`config.mk`:
```
export PLATFORM = sky130hd
export DESIGN_NAME = ibus_frame_receiver_core_flat
export DESIGN_NICKNAME = d
export VERILOG_FILES = /design/src/design/ifr_pkg.sv /design/src/design/ifr_if.sv /design/src/design/ifr_ram.sv /design/src/design/ifr_front.sv /design/src/design/ifr_cmd_fifo.sv /design/src/design/ifr_back.sv /design/src/design/ibus_frame_receiver_core.sv /design/src/flat_wrapper.sv
export SDC_FILE = /design/constraint.sdc
export NUM_CORES = 1
export LEC_CHECK = 0
export ABC_AREA = 1
export BUFFER_PORTS_ARGS = -buffer_cell sky130_fd_sc_hd__buf_4
export CAP_MARGIN = 15
export CORE_UTILIZATION = 45
export CTS_CLUSTER_SIZE = 16
export DETAILED_ROUTE_END_ITERATION = 6
export PLACE_DENSITY_LB_ADDON = 0.05
export SYNTH_ARGS = -nofsm -noshare
export SYNTH_HDL_FRONTEND = slang
export SYNTH_SLANG_ARGS = --single-unit
```
`constraint.sdc`:
```
create_clock -name i_clk -period 2.64 [get_ports i_clk]
set_input_delay 0.132 -clock i_clk [delete_from_list [all_inputs] [get_ports i_clk]]
set_output_delay 0.132 -clock i_clk [all_outputs]
set_load 0.02 [all_outputs]
```
`src/design/ifr_pkg.sv`:
```
package ifr_pkg;

    localparam int NUM_CHANNELS = 14;
    localparam int FRAME_BYTES  = 32;
    localparam int STORE_DEPTH  = 14;
    localparam int FS_CH        = 10;
    localparam int PAYLOAD_CH   = (FRAME_BYTES - 4) / 2;
    localparam int NUM_OUT      = (PAYLOAD_CH < NUM_CHANNELS) ? PAYLOAD_CH : NUM_CHANNELS;

    localparam int BYTE_W  = 8;
    localparam int VAL_W   = 12;
    localparam int SUM_W   = 16;
    localparam int CNT_W   = 5;
    localparam int CH_W    = 4;
    localparam int RAM_DEPTH = 2 * (1 << CH_W);
    localparam int RAM_AW    = CH_W + 1;
    localparam int FIFO_DEPTH = 2;
    localparam int FIFO_AW    = 1;
    localparam int PEND_W     = 2;

    localparam logic [BYTE_W-1:0] NIBBLE_MASK = 8'h0F;
    localparam logic [SUM_W-1:0]  SUM_INIT    = 16'hFFFF;

    localparam logic [1:0] REG_HEADER_FIRST  = 2'd0;
    localparam logic [1:0] REG_HEADER_SECOND = 2'd1;
    localparam logic [1:0] REG_FS_THRESHOLD  = 2'd2;

    localparam logic [BYTE_W-1:0] HEADER_FIRST_RST  = 8'd32;
    localparam logic [BYTE_W-1:0] HEADER_SECOND_RST = 8'd64;
    localparam logic [VAL_W-1:0]  FS_THRESHOLD_RST  = 12'd1500;

    typedef struct packed {
        logic [BYTE_W-1:0] header_first;
        logic [BYTE_W-1:0] header_second;
        logic [VAL_W-1:0]  fs_threshold;
    } t_cfg;

    typedef struct packed {
        logic bank;
        logic error;
        logic failsafe;
    } t_cmd;

    typedef struct packed {
        logic              we;
        logic [RAM_AW-1:0] addr;
        logic [VAL_W-1:0]  data;
    } t_ram_wr;

    typedef struct packed {
        logic done;
    } t_back_stat;

endpackage

```
`src/design/ifr_if.sv`:
```
interface ifr_byte_if;
    logic       valid;
    logic       ready;
    logic [7:0] rx_byte;
    modport source (output valid, rx_byte, input ready);
    modport sink   (input valid, rx_byte, output ready);
endinterface

interface ifr_res_if;
    logic        valid;
    logic        ready;
    logic        result_type;
    logic [3:0]  channel_index;
    logic [11:0] channel_value;
    logic        failsafe;
    logic        last;
    modport source (output valid, result_type, channel_index, channel_value, failsafe, last,
                    input ready);
    modport sink   (input valid, result_type, channel_index, channel_value, failsafe, last,
                    output ready);
endinterface

interface ifr_cfg_if;
    logic        valid;
    logic        ready;
    logic [1:0]  reg_index;
    logic [11:0] wr_data;
    modport source (output valid, reg_index, wr_data, input ready);
    modport sink   (input valid, reg_index, wr_data, output ready);
endinterface

```
`src/design/ifr_ram.sv`:
```
module ifr_ram #(
    parameter int WIDTH = 12,
    parameter int DEPTH = 32,
    localparam int AW = (DEPTH > 1) ? $clog2(DEPTH) : 1
) (
    input  logic             i_clk,
    input  logic             i_we,
    input  logic [AW-1:0]    i_waddr,
    input  logic [WIDTH-1:0] i_wdata,
    input  logic [AW-1:0]    i_raddr,
    output logic [WIDTH-1:0] o_rdata
);

    logic [WIDTH-1:0] r_mem [DEPTH];
    logic [WIDTH-1:0] r_rdata;

    always_ff @(posedge i_clk) begin
        if (i_we) begin
            r_mem[i_waddr] <= i_wdata;
        end
        r_rdata <= r_mem[i_raddr];
    end

    assign o_rdata = r_rdata;

endmodule

```
`src/design/ifr_front.sv`:
```
module ifr_front (
    input  logic                i_clk,
    input  logic                i_rst_n,
    ifr_byte_if.sink            i_rx,
    input  ifr_pkg::t_cfg       i_cfg,
    input  ifr_pkg::t_back_stat i_back,
    output ifr_pkg::t_ram_wr    o_wr,
    output logic                o_push_valid,
    input  logic                i_push_ready,
    output ifr_pkg::t_cmd       o_push_cmd
);

    typedef enum logic [3:0] {
        PH_HUNT    = 4'b0001,
        PH_SECOND  = 4'b0010,
        PH_PAYLOAD = 4'b0100,
        PH_CHECK   = 4'b1000
    } t_phase;

    t_phase                          r_phase, n_phase;
    logic [ifr_pkg::CNT_W-1:0]       r_count, n_count;
    logic [ifr_pkg::SUM_W-1:0]       r_sum, n_sum;
    logic [ifr_pkg::BYTE_W-1:0]      r_low, n_low;
    logic [ifr_pkg::VAL_W-1:0]       r_fs_val, n_fs_val;
    logic                            r_bank, n_bank;
    logic [ifr_pkg::PEND_W-1:0]      r_pending, n_pending;

    logic                            w_acc;
    logic [ifr_pkg::BYTE_W-1:0]      w_b;
    logic [ifr_pkg::CNT_W-1:0]       w_p;
    logic [ifr_pkg::CH_W-1:0]        w_ch;
    logic [ifr_pkg::SUM_W-1:0]       w_sum_sub;

    assign i_rx.ready = (r_pending < ifr_pkg::PEND_W'(ifr_pkg::FIFO_DEPTH)) && i_push_ready;
    assign w_acc      = i_rx.valid && i_rx.ready;
    assign w_b        = i_rx.rx_byte;
    assign w_p        = r_count - ifr_pkg::CNT_W'(2);
    assign w_ch       = w_p[ifr_pkg::CNT_W-1:1];
    assign w_sum_sub  = r_sum - {{(ifr_pkg::SUM_W-ifr_pkg::BYTE_W){1'b0}}, w_b};

    always_comb begin
        n_phase    = r_phase;
        n_count    = r_count;
        n_sum      = r_sum;
        n_low      = r_low;
        n_fs_val   = r_fs_val;
        n_bank     = r_bank;
        o_wr.we    = 1'b0;
        o_wr.addr  = {w_ch, r_bank};
        o_wr.data  = {w_b[ifr_pkg::CH_W-1:0] & ifr_pkg::NIBBLE_MASK[ifr_pkg::CH_W-1:0], r_low};
        o_push_valid        = 1'b0;
        o_push_cmd.bank     = r_bank;
        o_push_cmd.error    = ({w_b, r_low} != r_sum);
        o_push_cmd.failsafe = (ifr_pkg::NUM_OUT > ifr_pkg::FS_CH) &&
                              (r_fs_val > i_cfg.fs_threshold);
        if (w_acc) begin
            unique case (r_phase)
                PH_HUNT: begin
                    if (w_b == i_cfg.header_first) begin
                        n_sum   = ifr_pkg::SUM_INIT -
                                  {{(ifr_pkg::SUM_W-ifr_pkg::BYTE_W){1'b0}}, w_b};
                        n_count = ifr_pkg::CNT_W'(1);
                        n_phase = PH_SECOND;
                    end
                end
                PH_SECOND: begin
                    if (w_b == i_cfg.header_second) begin
                        n_sum   = w_sum_sub;
                        n_count = ifr_pkg::CNT_W'(2);
                        n_phase = (ifr_pkg::FRAME_BYTES > 4) ? PH_PAYLOAD : PH_CHECK;
                    end else begin
                        n_phase = PH_HUNT;
                        n_count = '0;
                        n_sum   = ifr_pkg::SUM_INIT;
                    end
                end
                PH_PAYLOAD: begin
                    n_sum = w_sum_sub;
                    if (!w_p[0]) begin
                        n_low = w_b;
                    end else if (w_ch < ifr_pkg::CH_W'(ifr_pkg::STORE_DEPTH)) begin
                        o_wr.we = 1'b1;
                        if (w_ch == ifr_pkg::CH_W'(ifr_pkg::FS_CH)) begin
                            n_fs_val = o_wr.data;
                        end
                    end
                    n_count = r_count + ifr_pkg::CNT_W'(1);
                    if (n_count >= ifr_pkg::CNT_W'(ifr_pkg::FRAME_BYTES - 2)) begin
                        n_phase = PH_CHECK;
                    end
                end
                PH_CHECK: begin
                    if (r_count < ifr_pkg::CNT_W'(ifr_pkg::FRAME_BYTES - 1)) begin
                        n_low   = w_b;
                        n_count = r_count + ifr_pkg::CNT_W'(1);
                    end else begin
                        o_push_valid = 1'b1;
                        n_bank       = ~r_bank;
                        n_phase      = PH_HUNT;
                        n_count      = '0;
                        n_sum        = ifr_pkg::SUM_INIT;
                    end
                end
                default: n_phase = PH_HUNT;
            endcase
        end
    end

    // frames owned by the queue or the back end; each holds one store bank
    always_comb begin
        n_pending = r_pending;
        case ({o_push_valid, i_back.done})
            2'b10:   n_pending = r_pending + ifr_pkg::PEND_W'(1);
            2'b01:   n_pending = r_pending - ifr_pkg::PEND_W'(1);
            default: n_pending = r_pending;
        endcase
    end

    always_ff @(posedge i_clk) begin
        if (!i_rst_n) begin
            r_phase   <= PH_HUNT;
            r_count   <= '0;
            r_sum     <= ifr_pkg::SUM_INIT;
            r_bank    <= 1'b0;
            r_pending <= '0;
        end else begin
            r_phase   <= n_phase;
            r_count   <= n_count;
            r_sum     <= n_sum;
            r_bank    <= n_bank;
            r_pending <= n_pending;
        end
        r_low    <= n_low;
        r_fs_val <= n_fs_val;
    end

endmodule

```
`src/design/ifr_cmd_fifo.sv`:
```
module ifr_cmd_fifo (
    input  logic          i_clk,
    input  logic          i_rst_n,
    input  logic          i_push_valid,
    output logic          o_push_ready,
    input  ifr_pkg::t_cmd i_push_cmd,
    output logic          o_pop_valid,
    input  logic          i_pop_ready,
    output ifr_pkg::t_cmd o_pop_cmd
);

    localparam int CNT_W = $clog2(ifr_pkg::FIFO_DEPTH + 1);

    ifr_pkg::t_cmd                r_mem [ifr_pkg::FIFO_DEPTH];
    logic [ifr_pkg::FIFO_AW-1:0]  r_wp, r_rp;
    logic [CNT_W-1:0]             r_cnt;
    logic                         w_push, w_pop;

    assign o_push_ready = (r_cnt != CNT_W'(ifr_pkg::FIFO_DEPTH));
    assign o_pop_valid  = (r_cnt != '0);
    assign o_pop_cmd    = r_mem[r_rp];
    assign w_push       = i_push_valid && o_push_ready;
    assign w_pop        = o_pop_valid && i_pop_ready;

    always_ff @(posedge i_clk) begin
        if (!i_rst_n) begin
            r_wp  <= '0;
            r_rp  <= '0;
            r_cnt <= '0;
        end else begin
            if (w_push) begin
                r_wp <= r_wp + ifr_pkg::FIFO_AW'(1);
            end
            if (w_pop) begin
                r_rp <= r_rp + ifr_pkg::FIFO_AW'(1);
            end
            case ({w_push, w_pop})
                2'b10:   r_cnt <= r_cnt + CNT_W'(1);
                2'b01:   r_cnt <= r_cnt - CNT_W'(1);
                default: r_cnt <= r_cnt;
            endcase
        end
        if (w_push) begin
            r_mem[r_wp] <= i_push_cmd;
        end
    end

endmodule

```
`src/design/ifr_back.sv`:
```
module ifr_back (
    input  logic                        i_clk,
    input  logic                        i_rst_n,
    input  logic                        i_pop_valid,
    output logic                        o_pop_ready,
    input  ifr_pkg::t_cmd               i_pop_cmd,
    output logic [ifr_pkg::RAM_AW-1:0]  o_raddr,
    input  logic [ifr_pkg::VAL_W-1:0]   i_rdata,
    output ifr_pkg::t_back_stat         o_stat,
    ifr_res_if.source                   o_res
);

    typedef enum logic [2:0] {
        B_IDLE  = 3'b001,
        B_FETCH = 3'b010,
        B_SEND  = 3'b100
    } t_bstate;

    t_bstate                      r_state, n_state;
    logic [ifr_pkg::CH_W-1:0]     r_k, n_k;
    logic                         r_bank, n_bank;
    logic                         r_fs, n_fs;
    logic                         r_valid, n_valid;
    logic                         r_type, n_type;
    logic [ifr_pkg::CH_W-1:0]     r_idx, n_idx;
    logic [ifr_pkg::VAL_W-1:0]    r_val, n_val;
    logic                         r_fs_out, n_fs_out;
    logic                         r_last, n_last;

    assign o_pop_ready = (r_state == B_IDLE);
    assign o_raddr     = {n_k, n_bank};

    always_comb begin
        n_state  = r_state;
        n_k      = r_k;
        n_bank   = r_bank;
        n_fs     = r_fs;
        n_valid  = r_valid;
        n_type   = r_type;
        n_idx    = r_idx;
        n_val    = r_val;
        n_fs_out = r_fs_out;
        n_last   = r_last;
        o_stat.done = 1'b0;
        unique case (r_state)
            B_IDLE: begin
                if (i_pop_valid) begin
                    n_bank = i_pop_cmd.bank;
                    n_fs   = i_pop_cmd.failsafe;
                    n_k    = '0;
                    if (i_pop_cmd.error) begin
                        n_valid  = 1'b1;
                        n_type   = 1'b1;
                        n_idx    = '0;
                        n_val    = '0;
                        n_fs_out = 1'b0;
                        n_last   = 1'b1;
                        n_state  = B_SEND;
                    end else begin
                        n_state = B_FETCH;
                    end
                end
            end
            B_FETCH: begin
                n_valid  = 1'b1;
                n_type   = 1'b0;
                n_idx    = r_k;
                n_val    = i_rdata;
                n_fs_out = r_fs;
                n_last   = (r_k == ifr_pkg::CH_W'(ifr_pkg::NUM_OUT - 1));
                n_state  = B_SEND;
            end
            B_SEND: begin
                if (o_res.ready) begin
                    n_valid = 1'b0;
                    if (r_last) begin
                        o_stat.done = 1'b1;
                        n_state     = B_IDLE;
                    end else begin
                        n_k     = r_k + ifr_pkg::CH_W'(1);
                        n_state = B_FETCH;
                    end
                end
            end
            default: n_state = B_IDLE;
        endcase
    end

    always_ff @(posedge i_clk) begin
        if (!i_rst_n) begin
            r_state <= B_IDLE;
            r_valid <= 1'b0;
            r_k     <= '0;
            r_bank  <= 1'b0;
        end else begin
            r_state <= n_state;
            r_valid <= n_valid;
            r_k     <= n_k;
            r_bank  <= n_bank;
        end
        r_fs     <= n_fs;
        r_type   <= n_type;
        r_idx    <= n_idx;
        r_val    <= n_val;
        r_fs_out <= n_fs_out;
        r_last   <= n_last;
    end

    assign o_res.valid         = r_valid;
    assign o_res.result_type   = r_type;
    assign o_res.channel_index = r_idx;
    assign o_res.channel_value = r_val;
    assign o_res.failsafe      = r_fs_out;
    assign o_res.last          = r_last;

endmodule

```
`src/design/ibus_frame_receiver_core.sv`:
```
// Byte input: one word per cycle while fewer than two finished frames are held for output.
// Frame results start once the frame's command has passed the queue and the back end has read
// its first channel from the store; the back end then sends the 14 channels one by one, each
// a store read and output register, held until taken. A checksum error gives one result word.
// Synchronous active-low reset: parser back to header hunt, queue empty, registers to defaults.
module ibus_frame_receiver_core (
    input  logic      i_clk,
    input  logic      i_rst_n,
    ifr_cfg_if.sink   i_cfg,
    ifr_byte_if.sink  i_rx,
    ifr_res_if.source o_res
);

    ifr_pkg::t_cfg                   r_cfg;
    ifr_pkg::t_ram_wr                w_wr;
    ifr_pkg::t_cmd                   w_push_cmd, w_pop_cmd;
    ifr_pkg::t_back_stat             w_back;
    logic                            w_push_valid, w_push_ready;
    logic                            w_pop_valid, w_pop_ready;
    logic [ifr_pkg::RAM_AW-1:0]      w_raddr;
    logic [ifr_pkg::VAL_W-1:0]       w_rdata;

    assign i_cfg.ready = 1'b1;

    always_ff @(posedge i_clk) begin
        if (!i_rst_n) begin
            r_cfg.header_first  <= ifr_pkg::HEADER_FIRST_RST;
            r_cfg.header_second <= ifr_pkg::HEADER_SECOND_RST;
            r_cfg.fs_threshold  <= ifr_pkg::FS_THRESHOLD_RST;
        end else if (i_cfg.valid) begin
            case (i_cfg.reg_index)
                ifr_pkg::REG_HEADER_FIRST:
                    r_cfg.header_first <= i_cfg.wr_data[ifr_pkg::BYTE_W-1:0];
                ifr_pkg::REG_HEADER_SECOND:
                    r_cfg.header_second <= i_cfg.wr_data[ifr_pkg::BYTE_W-1:0];
                ifr_pkg::REG_FS_THRESHOLD:
                    r_cfg.fs_threshold <= i_cfg.wr_data;
                default: r_cfg <= r_cfg;
            endcase
        end
    end

    ifr_front u_front (
        .i_clk        (i_clk),
        .i_rst_n      (i_rst_n),
        .i_rx         (i_rx),
        .i_cfg        (r_cfg),
        .i_back       (w_back),
        .o_wr         (w_wr),
        .o_push_valid (w_push_valid),
        .i_push_ready (w_push_ready),
        .o_push_cmd   (w_push_cmd)
    );

    ifr_ram #(
        .WIDTH (ifr_pkg::VAL_W),
        .DEPTH (ifr_pkg::RAM_DEPTH)
    ) u_store (
        .i_clk   (i_clk),
        .i_we    (w_wr.we),
        .i_waddr (w_wr.addr),
        .i_wdata (w_wr.data),
        .i_raddr (w_raddr),
        .o_rdata (w_rdata)
    );

    ifr_cmd_fifo u_fifo (
        .i_clk        (i_clk),
        .i_rst_n      (i_rst_n),
        .i_push_valid (w_push_valid),
        .o_push_ready (w_push_ready),
        .i_push_cmd   (w_push_cmd),
        .o_pop_valid  (w_pop_valid),
        .i_pop_ready  (w_pop_ready),
        .o_pop_cmd    (w_pop_cmd)
    );

    ifr_back u_back (
        .i_clk       (i_clk),
        .i_rst_n     (i_rst_n),
        .i_pop_valid (w_pop_valid),
        .o_pop_ready (w_pop_ready),
        .i_pop_cmd   (w_pop_cmd),
        .o_raddr     (w_raddr),
        .i_rdata     (w_rdata),
        .o_stat      (w_back),
        .o_res       (o_res)
    );

    a_push_room: assert property (@(posedge i_clk) disable iff (!i_rst_n)
        w_push_valid |-> w_push_ready)
        else $error("frame command pushed into a full queue");

    a_err_word: assert property (@(posedge i_clk) disable iff (!i_rst_n)
        (o_res.valid && o_res.result_type) |->
            (o_res.last && o_res.channel_value == '0 && !o_res.failsafe))
        else $error("checksum error word malformed");

    a_ch_range: assert property (@(posedge i_clk) disable iff (!i_rst_n)
        (o_res.valid && !o_res.result_type) |->
            (o_res.channel_index < ifr_pkg::CH_W'(ifr_pkg::NUM_OUT)))
        else $error("channel index out of range");

    a_done_popped: assert property (@(posedge i_clk) disable iff (!i_rst_n)
        w_back.done |-> !w_pop_ready)
        else $error("frame done while back end idle");

endmodule
```
`src/flat_wrapper.sv`:
```
// flat-port wrapper written by rule: the top's interface ports become plain ports
module ibus_frame_receiver_core_flat 
  (i_clk, i_rst_n, i_cfg_valid, i_cfg_reg_index, i_cfg_wr_data, i_cfg_ready, i_rx_valid, i_rx_rx_byte, i_rx_ready, o_res_valid, o_res_result_type, o_res_channel_index, o_res_channel_value, o_res_failsafe, o_res_last, o_res_ready);
  ifr_cfg_if i_cfg_i ();
  ifr_byte_if i_rx_i ();
  ifr_res_if o_res_i ();
  input  logic i_clk;
  input  logic i_rst_n;
  input wire logic [$bits(i_cfg_i.valid)-1:0] i_cfg_valid;
  input wire logic [$bits(i_cfg_i.reg_index)-1:0] i_cfg_reg_index;
  input wire logic [$bits(i_cfg_i.wr_data)-1:0] i_cfg_wr_data;
  output wire logic [$bits(i_cfg_i.ready)-1:0] i_cfg_ready;
  input wire logic [$bits(i_rx_i.valid)-1:0] i_rx_valid;
  input wire logic [$bits(i_rx_i.rx_byte)-1:0] i_rx_rx_byte;
  output wire logic [$bits(i_rx_i.ready)-1:0] i_rx_ready;
  output wire logic [$bits(o_res_i.valid)-1:0] o_res_valid;
  output wire logic [$bits(o_res_i.result_type)-1:0] o_res_result_type;
  output wire logic [$bits(o_res_i.channel_index)-1:0] o_res_channel_index;
  output wire logic [$bits(o_res_i.channel_value)-1:0] o_res_channel_value;
  output wire logic [$bits(o_res_i.failsafe)-1:0] o_res_failsafe;
  output wire logic [$bits(o_res_i.last)-1:0] o_res_last;
  input wire logic [$bits(o_res_i.ready)-1:0] o_res_ready;
  assign i_cfg_i.valid = i_cfg_valid;
  assign i_cfg_i.reg_index = i_cfg_reg_index;
  assign i_cfg_i.wr_data = i_cfg_wr_data;
  assign i_cfg_ready = i_cfg_i.ready;
  assign i_rx_i.valid = i_rx_valid;
  assign i_rx_i.rx_byte = i_rx_rx_byte;
  assign i_rx_ready = i_rx_i.ready;
  assign o_res_valid = o_res_i.valid;
  assign o_res_result_type = o_res_i.result_type;
  assign o_res_channel_index = o_res_i.channel_index;
  assign o_res_channel_value = o_res_i.channel_value;
  assign o_res_failsafe = o_res_i.failsafe;
  assign o_res_last = o_res_i.last;
  assign o_res_i.ready = o_res_ready;
  ibus_frame_receiver_core u_core (.i_clk(i_clk), .i_rst_n(i_rst_n), .i_cfg(i_cfg_i), .i_rx(i_rx_i), .o_res(o_res_i));
endmodule
```
==> metrics.txt, run 1 <==
status completed; largest net degree at the start of global routing 62; Worst Path Class, Setup flip-flop to flip-flop; maximum vdd drop 0.443 mV; Top FF cell, synth edfxtp_1; Hold Vio Cnt, Final 0; share of cells above drive strength 1 0.103; min-delay src i_cfg_reg_index[1]; drt via density 5.18; Detailed Route WL 63500 um; worst hold stages 5; cell area after synthesis 22800 um^2; register area share after synthesis 0.639; clock tree from TritonCTS built; Mapped Cells 2301; clock tree buffer depth 3; worst hold slack 0.0429 ns; slowest stage delay, CP 0.42 ns; Detail Route Antenna Nets 0; Slew Limit Fails 0; Worst Path Max Fanout 12; PortBufs 47; Final Setup Violations 0; core outline area 50100 um^2; std cell rows 82; synthesized area per cell 9.90 um^2; max-cap violation count 0; first-pass GRT wire length 95800 um; Reg2Reg Setup Slack 0.25 ns; Post-CTS Resized 0; clock skew 0.0202 ns; CP Capture Type flip-flop; Filler Cells Inserted 4616; Tcrit/Tclk final 0.906; critical path cell sequence inv_1 > ha_1 > xnor2_1 > nor2_1 > nand2_1 > nand2_1 > nor3_1 > inv_1 > nor2_1 > buf_4; worst setup path startpoint u_core.u_front.r_count[2]; Post-synth ARST share 0; First-pass DRT Iterations 5; slowest cell on the critical path dfxtp_1; boundary pin count 49; CP Launch Type flip-flop; Final min period 2.39 ns; Synth area leaders edfxtp_1 (57%), nand2_1 (11%), nand3_1 (8.3%); number of global-route vias before repair 15801; Synth top area share 0.567; worst slew pin tran 0.901 ns; Critical Path AT 2.68 ns; synth cell count leaders nand2_1 (639), edfxtp_1 (430), nand3_1 (376); Slew HR 0.397; R2R depth 10; H-tree lvl count 2; max frequency 418 MHz; clock transition at the registers of the reported paths 0.06 ns; Initial Util 0.455; r2r startpoint u_core.u_front.r_count[2]; Layout area overhead 17.4%; GPL Wtd Cong 0.891; TNS Setup 0 ns; pwr dens 749 nW/um^2; Root Buffer Master clkbuf_16; Total GRT Usage 0.252; top-count cell post-synth nand2_1; Via Count 16534; DIE AREA 51500 um^2; post-synth top area cell edfxtp_1; CP Data Required Time 2.93 ns; Die Ht 227 um; TritonCTS buffer count 55; cell leakage power 0.0110 uW; Residual DRC 0; FF+latch count, synth 512; worst hold path class input port to flip-flop; post-DP HPWL 41600 um; nets 2529; Warnings, synthesis 0; Post-synth EDFFs 430; RSZ-0062 raised after global routing no; Die X-Extent 227 um; clk sinks 512; Unique masters post-synth 39; drt wl/cell 19.9 um; antenna violations before repair 2; worst skew pair latency 0.61 ns; drt first-iter violations 1482; GR Overflow Total 0
==> sequential cells by signal (all words and copies together) (netlist names), 2 cells and up, named ones only <==
name	flops
u_core.r_cfg	28
u_core.u_back.o_res.channel_index	4
u_core.u_back.o_res.channel_value	12
u_core.u_back.r_k	4
u_core.u_back.r_state	3
u_core.u_fifo.r_cnt	2
u_core.u_fifo.r_mem	6
u_core.u_front.r_count	5
u_core.u_front.r_fs_val	12
u_core.u_front.r_low	8
u_core.u_front.r_pending	2
u_core.u_front.r_phase	4
u_core.u_front.r_sum	16
u_core.u_store.o_rdata	12
u_core.u_store.r_mem	384
==> metal layers <==
layer  routed length (um)  global-route usage  part of all wire
met1                29000               0.360              0.46
met4                 1510              0.0712             0.024
met5                    0                   0                 0
met3                 3630              0.0358             0.057
met2                29300               0.400              0.46
==> final cells by class <==
class | instances | area (um^2) | area share
diodes | 1 | 2.50 | 0.0000936
repair buffers | 174 | 1500 | 0.0561
flip-flops and latches | 512 | 14600 | 0.544
well taps | 672 | 841 | 0.0314
clock inverters | 27 | 338 | 0.0126
multi-input cells | 1468 | 6970 | 0.261
inverters | 261 | 981 | 0.0367
clock buffers | 76 | 1560 | 0.0582
==> worst max-delay path, delay by kind of cell (launching register included) <==
kind | cells | cell delay, ns
buffers and inverters | 3 | 0.63
AND/OR/NAND/NOR | 5 | 0.63
flip-flops | 1 | 0.42
adder cells (fa/ha/maj) | 1 | 0.19
XOR/XNOR | 1 | 0.18
==> power breakdown <==
group	internal, uW	switching [uW]
combinational	915	1800
sequential	9050	233
clock	4890	3140
==> path summary, 6_finish.rpt <==
check / endpoint
setup / recovery: u_core.u_store.r_mem[5][10]
hold / removal: u_core.r_cfg[27]
setup reg to reg: u_core.u_store.r_mem[5][10]
hold reg to reg: u_core.u_fifo.r_rp
==> metrics by stage <==
step            util  worst slack (ns)  std cells  area, um^2  total power [uW]
2_1_floorplan      -             0.257       2348       23000             11200
3_3_place_gp   0.492             0.262       3064       24600             12100
3_5_place_dp   0.492             0.293       3064       24600             12100
4_1_cts        0.534             0.272       3190       26700             20200
5_1_grt        0.534            0.0340       3190       26700             20900
6_report       0.534             0.249       3191       26700             20000
==> cell families after synthesis <==
kind of cell    after synthesis  share of synthesized area
compound gates              119                     0.0284
xor+xnor                     39                     0.0150
fa+ha+maj                    30                     0.0168
buf+inv                     368                     0.0648
flops                       512                      0.639
other cells                   2                   0.000330
simple gates               1231                      0.236
==> what timing repair did <==
item | in CTS | in global routing
setup buffers | 0 | 0
hold buffers | 23 | 0
endpoints found under the hold margin | 65 | 0
==> cells in the final DEF, fill, tap and decap left out, types with 49 or more instances in the layout <==
cell / count
buf_4: 140
nand3b_1: 50
edfxtp_1: 430
inv_1: 251
nand3_1: 376
dfxtp_1: 82
o21ai_0: 49
nand2_1: 639
clkbuf_16: 57
conb_1: 49
nor2_1: 128
No activity file was read; power rests on OpenSTA's default activity.
==> inputs of run 2 (changes only) <==
--- a/config.mk
+++ b/config.mk
@@ -12,6 +12,7 @@
 export CTS_CLUSTER_SIZE = 16
 export DETAILED_ROUTE_END_ITERATION = 6
 export PLACE_DENSITY_LB_ADDON = 0.05
+export RECOVER_POWER = 100
 export SYNTH_ARGS = -nofsm -noshare
 export SYNTH_HDL_FRONTEND = slang
 export SYNTH_SLANG_ARGS = --single-unit
==> run 2 against run 1 <==
  * Non-clock buffer count unchanged
  * Die area unchanged
  * The run now ends with max-capacitance violations, max-slew violations left
  * Setup slack got worse by 0.060 ns
  * Worst hold slack got worse by 0.0032 ns
  * Register-to-register slack got worse by 0.06 ns
  * Via count decreased by 0.53%
  * Flip-flop and latch count unchanged
  * Clock power about the same
  * Sequential share of layout area increased by 0.54 points
  * Routed wire length about the same
  * Clock skew about the same
  * Final area decreased by 0.98%
==> metrics.txt, run 2 (synthesis results as in run 1) <==
Worst Path Class, Setup flip-flop to flip-flop; Slew Limit Fails 25; drt via density 5.16; register area 14600 um^2; core outline area 50100 um^2; clk sinks 512; Int Pwr 14800 uW; worst skew pair latency 0.61 ns; clock tree buffer depth 3; slowest stage delay, CP 0.42 ns; max-cap violation count 1; most common cell after layout, fill and taps aside nand2_1; critical path cell sequence inv_1 > ha_1 > inv_1 > nand2_1 > nand2_1 > inv_1 > nand3_1 > clkbuf_1 > nor2_1 > clkbuf_1; antenna violations before repair 2; GR Overflow Total 0; Layout area overhead 16.2%; TritonCTS buffer count 55; antenna diode count 0; # Post-CTS Setup Buffers 0; std cell rows 82; Multi-input gate area 6960 um^2; area post-placement 24600 um^2; DIE AREA 51500 um^2; Detail Route Antenna Nets 0; Detailed Route WL 63400 um; Core Util, Final 0.529; CP Data Required Time 2.90 ns; CP Launch Type flip-flop; clock tree from TritonCTS built; power share of the clock group 0.402; share of cells above drive strength 1 0.0854; r2r startpoint u_core.u_front.r_count[2]; Residual DRC 0; max frequency 408 MHz; switching share of total power 0.258; Post-CTS Resized 0; clock transition at the registers of the reported paths 0.06 ns; Via Count 16447; GPL Wtd Cong 0.891; cell leakage power 0.0108 uW; CTS Hold Bufs 23; largest net degree at the start of global routing 62; maximum vdd drop 0.433 mV; worst slew pin tran 1.86 ns; Final min period 2.45 ns; min-delay src i_cfg_reg_index[1]; Total GRT Usage 0.252; nets 2529; PortBufs 47; worst setup path startpoint u_core.u_front.r_count[2]; violated checks max-capacitance violations, max-slew violations; Die Ht 227 um; worst hold path class input port to flip-flop; boundary pin count 49; commonest cells after routing, fill and taps aside nand2_1 (639), edfxtp_1 (430), nand3_1 (376); slowest cell on the critical path dfxtp_1; Hold Vio Cnt, Final 0; Largest regs u_core.u_store.r_mem (384), u_core.r_cfg (28), u_core.u_front.r_sum (16); Worst Path Max Fanout 6; Critical Path AT 2.71 ns; Switch Pwr 5160 uW; fin area 26500 um^2; Initial Util 0.455; CP Capture Type flip-flop; First-pass DRT Iterations 5; clock skew 0.0201 ns; first-pass GRT wire length 95800 um; Tot Pwr 20000 uW; pwr dens 754 nW/um^2; Die X-Extent 227 um; combinational share of power 0.133; number of global-route vias before repair 15801; H-tree lvl count 2; Filler Cells Inserted 4693; RSZ-0062 raised after global routing no; drt wl/cell 19.9 um; Tcrit/Tclk final 0.928; Reg with most FFs u_core.u_store.r_mem; post-DP HPWL 41600 um; most used cell, CP inv_1; drt first-iter violations 1416; Flop pwr share 0.465; TNS Setup 0 ns; Final Setup Violations 0; status finished, violations left; max reg flops 384; Root Buffer Master clkbuf_16; Slew HR -0.240
[run 2: cell types whose count changed in the layout (fill, tap and decap cells not counted), sizes merged]
cell	delta
buf	-80
clkbuf	+80
diode	-1
[run 2: worst paths after layout]
kind                                      to  slack, ns  cells after the start
setup / recovery  u_core.u_store.r_mem[2][8]       0.19                     10
hold / removal              u_core.r_cfg[27]       0.04                      5
setup reg to reg  u_core.u_store.r_mem[2][8]       0.19                     10
hold reg to reg           u_core.u_fifo.r_rp       0.46                      1
[run 2: critical path, delay by kind of cell, from the launching register on]
kind | cells | cell delay [ns]
fa+ha+maj | 1 | 0.35
simple gates | 4 | 0.46
buf+inv | 5 | 0.87
flops | 1 | 0.42
[run 2: cell type report]
| cell class | count | share of cell area |
|---|---|---|
| flip-flops and latches | 512 | 0.550 |
| multi-input cells | 1468 | 0.263 |
| clock buffers | 76 | 0.0588 |
| repair buffers | 174 | 0.0473 |
| inverters | 261 | 0.0370 |
| well taps | 672 | 0.0317 |
| clock inverters | 27 | 0.0128 |
[run 2: routing by layer]
layer,vias up,routed length [um],global-route usage
li1,7977,-,-
met1,7958,29100,0.360
met2,418,29300,0.400
met3,92,3560,0.0358
met4,2,1480,0.0712
met5,-,13,0
[run 2: power groups by stage]
stage / combinational, uW / clock (uW) / sequential [uW]
finish: 2650 / 8030 / 9290
global route: 3000 / 8470 / 9330
CTS: 2720 / 8180 / 9280
detailed placement: 2680 / 0 / 9450
global placement: 2660 / 0 / 9450
floorplan: 1780 / 0 / 9450
[run 2: per-stage QoR]
step | worst slack [ns] | hold slack [ns] | cells
finish | 0.189 | 0.0397 | 3190
global route | 0.0190 | 0.0516 | 3190
CTS | 0.272 | 0.00936 | 3190
detailed placement | 0.293 | 0.357 | 3064
global placement | 0.262 | 0.354 | 3064
floorplan | 0.257 | 0.231 | 2348
